[src/hw/rtl/pcb_ram.sv]
// ----------------------------------------------------------------------------
// pcb_ram
// Generic one-write, one-read RAM with registered read data.
// ----------------------------------------------------------------------------
module pcb_ram #(
	parameter int WIDTH = 8,
	parameter int DEPTH = 16
) (
	input  logic                     clk,
	input  logic                     we,
	input  logic [$clog2(DEPTH)-1:0] waddr,
	input  logic [WIDTH-1:0]         wdata,
	input  logic [$clog2(DEPTH)-1:0] raddr,
	output logic [WIDTH-1:0]         rdata
);
	logic [WIDTH-1:0] mem [DEPTH];

	always_ff @(posedge clk) begin
		if (we) begin
			mem[waddr] <= wdata;
		end
		rdata <= mem[raddr];
	end
endmodule

[config.mk]
export PLATFORM = sky130hd
export DESIGN_NAME = pcb_ram
export DESIGN_NICKNAME = d
export VERILOG_FILES = /design/src/hw/rtl/pcb_ram.sv
export SDC_FILE = /design/constraint.sdc
export NUM_CORES = 1
export LEC_CHECK = 0
export ABC_CLOCK_PERIOD_IN_PS = 5950
export BUFFER_PORTS_ARGS = -buffer_cell sky130_fd_sc_hd__buf_2
export CAP_MARGIN = 20
export CORE_ASPECT_RATIO = 0.75
export CORE_UTILIZATION = 51
export DETAILED_ROUTE_END_ITERATION = 10
export GPL_ROUTABILITY_DRIVEN = 0
export GPL_TIMING_DRIVEN = 1
export PLACE_DENSITY = 0.78
export SETUP_SLACK_MARGIN = 0.2
export SYNTH_ARGS = -nofsm -noshare
export SYNTH_HDL_FRONTEND = slang
export SYNTH_SLANG_ARGS = --single-unit
[constraint.sdc]
create_clock -name clk -period 5.95 [get_ports clk]
set_input_delay 1.4875 -clock clk [delete_from_list [all_inputs] [get_ports clk]]
set_output_delay 1.4875 -clock clk [all_outputs]
set_load 0.03 [all_outputs]
=== After elaboration in Yosys (flattened, before gate mapping) ===
Memory sizes are Yosys's and may differ from the RTL's. A register that Yosys moved wholly into a read port is not among the register bits.
Index checks and enable logic that the tools add are counted.

* Muxes and demuxes: 2

{| class="wikitable"
|+ Operator list
! kind !! number
|-
| 2-to-1 mux 1 bit || 2
|}

* Bits in registers: 0
* Bits in writable memories: 128
* Input port bits: 18
* Output and inout port bits: 8
* Logic and storage cells: 3
* Memories kept: 1

{| class="wikitable"
|+ Memory list
! memory !! words !! width !! rd ports !! clocked after memory_dff !! wr ports !! RTL line !! source
|-
| mem || 16 || 8 || 1 || 1 || 1 || 16 || <nowiki>logic [WIDTH-1:0] mem [DEPTH];</nowiki>
|}

=== Longest topological paths before layout ===
Gate-level depths: netlist of the first run.

* Word-level depth: 2
* Gate-level depth with buffers: 5
* Gate-level depth less buffers: 3

=== Worst setup path after synthesis of the first run ===
OpenSTA, ideal clock, no wires.

* Path kind: input to register
* Start: in waddr[2]
* End: mem mem[0][0], enable pin
* Data arrival time: 2.597 ns
* Required time: 5.567 ns
* Slack: 2.970 ns
* Cell stages on the path: 2
* Cell sequence: or3b_2 > nor3_1

{| class="wikitable"
|+ RTL lines
! element !! RTL line !! source
|-
| start, declared || 11 || <nowiki>input logic [$clog2(DEPTH)-1:0] waddr,</nowiki>
|-
| end, declared || 16 ||
|}

No word-level cell before the write port.

==> results.py, run 1 <==
metrics = {
    "floorplan": {
        "rows": 31,
        "die_h_um": 89.0,
        "core_sq_um": 9740,
        "dieArea_sq_um": 10500,
        "ios": 26,
        "die_w_um": 118,
        "start_util": 0.529,
    },
    "sta": {
        "finalHoldViolCount": 0,
        "max_freq_mhz": 357,
        "worst_slew_pin_slew_ps": 984,
        "timing.setup.tns_ps": 0,
        "slew_violations": 0,
        "fin_hold_ws_ps": 683,
        "rsz0062_at_grt": "false",
        "skew_ps": 3.96,
        "setup_viol": 0,
        "finalCritPeriodShare": 0.471,
        "final_period_minus_worst_setup_slack_ps": 2800,
        "worst_slack_ps": 3150,
        "relSlewSlack": 0.341,
    },
    "global_route": {
        "antenna_found_initial": 0,
        "grt_overflow": 0,
        "grt_pass1_wl_mm": 14.4,
        "grt_max_degree": 33,
        "grt_pass1_vias": 2393,
        "grtUsageTotal": 0.203,
    },
    "finish": {
        "antennaDiodeCount": 0,
        "final_core_util": 0.609,
        "areaGrowthSynthToFinish_pct": 15.2,
        "final_cell_mix": "edfxtp_1, buf_2, mux4_2",
        "drive_gt1_frac": 0.261,
        "fin_nets": 286,
        "final_common_cell": "edfxtp_1",
    },
    "critical_path": {
        "cp-start-kind": "input port",
        "cp.required_ps": 6240,
        "ff2ff_setup_slack_ps": 4550,
        "r2r_end": "rdata[2]",
        "endpoint_kind": "flip-flop",
        "reg2reg_from": "mem[9][2]",
        "worstPathArrival_ps": 3090,
        "path_cells": "buf_2 -> buf_12 -> mux4_1 -> a22oi_1 -> nand2_1",
        "cp_max_fo": 21,
        "reg2reg_depth": 3,
        "cp_slowest_cell": "mux4_1",
        "slowest_delay_ps": 620,
        "worstSetupPathType": "in2reg",
    },
    "yosys": {
        "synth_top_area_cell": "edfxtp_1",
        "synth_top_area_share": 0.747,
        "synth_cells": 229,
        "yosys_warnings": 0,
        "ys_seq_area_frac": 0.778,
        "synth-seq-cells": 136,
        "netlist-cell-type-count": 19,
        "synth_fp_nets": 247,
        "yosys-top-cells-area": "edfxtp_1, mux4_2, mux4_1",
        "post_synth_instance_area_sq_um": 5150,
        "syn_avg_cell_area_sq_um": 22.5,
    },
    "power": {
        "pwr-share-clk": 0.444,
        "power_density_nw_per_um2": 359,
        "netSwitchingFraction": 0.201,
        "p_leak_uw": 0.00199,
        "p_seq_frac": 0.506,
        "internal_power_uw": 1700,
        "p_sw_uw": 429,
        "irDropWorstVdd_mv": 0.212,
        "p_comb_frac": 0.050,
    },
    "clocking": {
        "cts_made_buffers": 17,
        "cts_resized": 0,
        "post-cts-setup-buffer-count": 0,
        "cts_root_buf": "clkbuf_16",
        "ctsHoldBuffers": 0,
        "htreeDepth": 4,
        "cts_tree": "done",
        "insertion_delay_ps": 410,
        "path_clk_slew_ps": 50,
        "clk_path_buf_depth": 2,
        "clock-sinks": 136,
    },
    "route": {
        "via_per_inst": 5.89,
        "wl_mm": 9.78,
        "drt_pass1_iterations": 5,
        "drt-initial-drc-count": 316,
        "ant_nets": 0,
        "vias": 2425,
        "drc": 0,
        "wl_per_cell_um": 23.7,
    },
    "worst_hold_path": {
        "hold_path_end": "rdata[3]",
        "whs_path_depth": 3,
        "worstHoldStart": "mem[12][3]",
        "hold_class": "reg2reg",
    },
    "placement": {
        "hpwlAfterDp_mm": 6.06,
        "pre_cts_ws_ps": 2470,
        "port_buffers": 25,
    },
    "run": {
        "max_cap_viol_count": 0,
    },
    "status": {
        "outcome": "completed",
    },
}
==> cells by family after synthesis <==
| family | after synthesis | share of synthesized area |
|---|---|---|
| compound gates | 16 | 0.0233 |
| buf+inv | 10 | 0.0168 |
| simple gates | 35 | 0.0318 |
| flops | 136 | 0.778 |
| mux | 32 | 0.150 |
==> power groups by stage <==
stage               combinational, uW  sequential (uW)  clock [uW]
floorplan                        54.4             1110           0
global placement                  102             1100           0
detailed placement                105             1100           0
CTS                               106             1080         960
global route                      114             1080         999
finish                            107             1080         946
==> area by class of cell <==
class / instances / area (sq um)
timing repair buffer: 30 / 175
clock buffer: 26 / 479
multi-input combinational: 83 / 1060
clock inverter: 5 / 50.0
sequential: 136 / 4000
fill: 682 / 3800
tap: 132 / 165
==> flip-flops by register name, indices dropped and copies added (netlist names) <==
name   flops
rdata      8
mem      128
==> worst max-delay path, delay by kind of cell <==
kind / cells / cell delay, ps
simple gates: 1 / 80
compound gates: 1 / 290
buf+inv: 2 / 600
mux: 1 / 620
==> metrics by stage <==
stage	power [uW]	std cells	instance area [sq um]
after floorplan	1160	229	5150
after global placement	1200	379	5370
after detailed placement	1200	380	5380
after CTS	2140	411	5910
after global routing	2190	412	5930
final	2130	412	5930
==> layer usage <==
layer	wire [um]	track usage
met1	4420	0.289
met2	4490	0.301
met3	759	0.0606
met4	110	0.0804
met5	0	0
==> cells in the mapped netlist <==
library cell,n
nand3b_1,2
buf_6,3
mux4_2,18
and2b_1,1
nand3_1,1
edfxtp_1,128
clkdlybuf4s25_2,3
or3b_2,1
nor2b_1,1
mux4_1,14
buf_4,1
and2_1,1
nand2b_1,2
buf_2,3
dfxtp_1,8
a22oi_1,16
nor2_1,13
nor3_1,4
nand2_1,9
==> how the worst max path moves through the flow <==
| stage | from | end | slack, ps | cells past startpoint |
|---|---|---|---|---|
| after global routing | raddr[0] | rdata[2] | 3080 | 5 |
| after detailed placement | raddr[0] | rdata[2] | 2470 | 4 |
| final | raddr[0] | rdata[2] | 3150 | 5 |
| after floorplan | waddr[2] | mem[0][0] | 2970 | 2 |
| after CTS | raddr[0] | rdata[2] | 2900 | 4 |
| after global placement | waddr[2] | mem[0][3] | 2440 | 3 |
No activity file was read; power rests on OpenSTA's default activity.
==> run 2: changes to the inputs <==
ABC_CLOCK_PERIOD_IN_PS = 2800   (was 5950)
clock period = 2.8 ns   (was 5.95 ns; I/O delays follow)
==> run 2 against run 1 <==
Total power rose by 120%; clock power rose by 140%; worst hold slack worse by 7.6 ps; via count is 2.4% higher; sequential share of layout area fell by 2.4 points; register-to-register slack worse by 3100 ps; critical path depth did not move; non-clock buffer count rose by 15; setup slack worse by 2300 ps; global-route usage is 0.30 points higher; cell count up 3.9%.
==> results.py, run 2 (synthesis gave the netlist of run 1 again) <==
metrics = {
    "finish": {
        "areaGrowthSynthToFinish_pct": 19.4,
        "final_core_util": 0.631,
        "n_fill_cell": 661,
        "final_cell_mix": "edfxtp_1, buf_2, mux4_2",
        "antennaDiodeCount": 0,
        "max_flop_register": "mem",
        "final_common_cell": "edfxtp_1",
        "top_regs": "mem: 128 flops, rdata: 8 flops",
        "largest_reg_flops": 128,
        "fin_nets": 301,
        "drive_gt1_frac": 0.318,
    },
    "sta": {
        "rsz0062_at_grt": "false",
        "finalCritPeriodShare": 0.689,
        "final_period_minus_worst_setup_slack_ps": 1930,
        "setup_viol": 0,
        "timing.setup.tns_ps": 0,
        "slew_violations": 0,
        "relSlewSlack": 0.578,
        "max_freq_mhz": 519,
        "skew_ps": 6.15,
        "finalHoldViolCount": 0,
        "worst_slew_pin_slew_ps": 630,
    },
    "floorplan": {
        "rows": 31,
        "die_h_um": 89.0,
        "start_util": 0.529,
        "dieArea_sq_um": 10500,
        "core_sq_um": 9740,
        "ios": 26,
        "die_w_um": 118,
    },
    "route": {
        "via_per_inst": 5.80,
        "ant_nets": 0,
        "drt-initial-drc-count": 255,
        "wl_mm": 9.80,
        "drc": 0,
        "vias": 2482,
        "drt_pass1_iterations": 4,
        "wl_per_cell_um": 22.9,
    },
    "clocking": {
        "cts_made_buffers": 17,
        "insertion_delay_ps": 410,
        "cts_resized": 0,
        "clk_path_buf_depth": 2,
        "path_clk_slew_ps": 50,
        "htreeDepth": 4,
        "clock-sinks": 136,
        "ctsHoldBuffers": 0,
        "cts_root_buf": "clkbuf_16",
        "cts_tree": "done",
        "post-cts-setup-buffer-count": 0,
    },
    "power": {
        "irDropWorstVdd_mv": 0.474,
        "p_leak_uw": 0.00211,
        "power_density_nw_per_um2": 775,
    },
    "run": {
        "max_cap_viol_count": 0,
    },
    "global_route": {
        "antenna_found_initial": 0,
        "grt_pass1_vias": 2425,
        "grt_max_degree": 19,
        "grtUsageTotal": 0.206,
        "grt_pass1_wl_mm": 14.7,
        "grt_overflow": 0,
    },
    "critical_path": {
        "endpoint_kind": "flip-flop",
        "critical-path-top-delay-family": "buffers and inverters",
        "worstPathArrival_ps": 2220,
        "path_cells": "buf_2 -> buf_12 -> mux4_1 -> a22oi_1 -> nand2_1",
        "slowest_delay_ps": 560,
        "cp_max_fo": 13,
        "cp-start-kind": "input port",
        "cp_slowest_cell": "mux4_1",
        "worstSetupPathType": "in2reg",
        "path_buf_inv": 2,
        "cp.required_ps": 3090,
    },
    "status": {
        "outcome": "completed",
    },
    "placement": {
        "hpwlAfterDp_mm": 6.16,
        "port_buffers": 25,
    },
    "worst_hold_path": {
        "hold_class": "in2reg",
    },
}
## run 2: cell types whose count changed in the layout (fill, tap and decap cells not counted)
cell / change
buf_4: +13
clkbuf_1: -5
clkbuf_8: +4
buf_12: +2
clkinvlp_4: +2
bufinv_16: +1
clkinv_2: -1
## run 2: power by group
group / switching, uW / internal, uW
Combinational: 142 / 94.4
Clock: 785 / 1450
Sequential: 16.0 / 2280
## run 2: cell type report
class,instances,area [sq um],share of cell area
clock inverters,7,90.1,0.0147
flip-flops and latches,136,4000,0.652
multi-input cells,83,1060,0.172
clock buffers,25,515,0.0839
repair buffers,45,313,0.0509
well taps,132,165,0.0269
## run 2: layer usage
layer | vias up | global-route usage | share of wire
li1 | 1085 | - | -
met1 | 1289 | 0.298 | 0.48
met2 | 97 | 0.295 | 0.45
met3 | 11 | 0.0753 | 0.058
met4 | 0 | 0.0699 | 0.012
met5 | - | 0 | 0
## run 2: final timing paths
kind	to	slack, ps	startpoint	depth (start not counted)
setup / recovery	rdata[0]	870	raddr[0]	5
hold reg to reg	rdata[6]	680	mem[4][6]	3
hold / removal	mem[14][6]	680	wdata[6]	1
setup reg to reg	rdata[0]	1420	mem[0][0]	3
## run 2: through the flow
stage	setup slack [ps]	hold WS, ps	total power [uW]	area [sq um]	instances
after CTS	859	662	4800	6140	428
final	872	676	4760	6140	428
after floorplan	607	629	2470	5150	229
after global routing	828	672	4900	6140	428
after global placement	518	664	2560	5540	396
after detailed placement	483	667	2570	5540	396
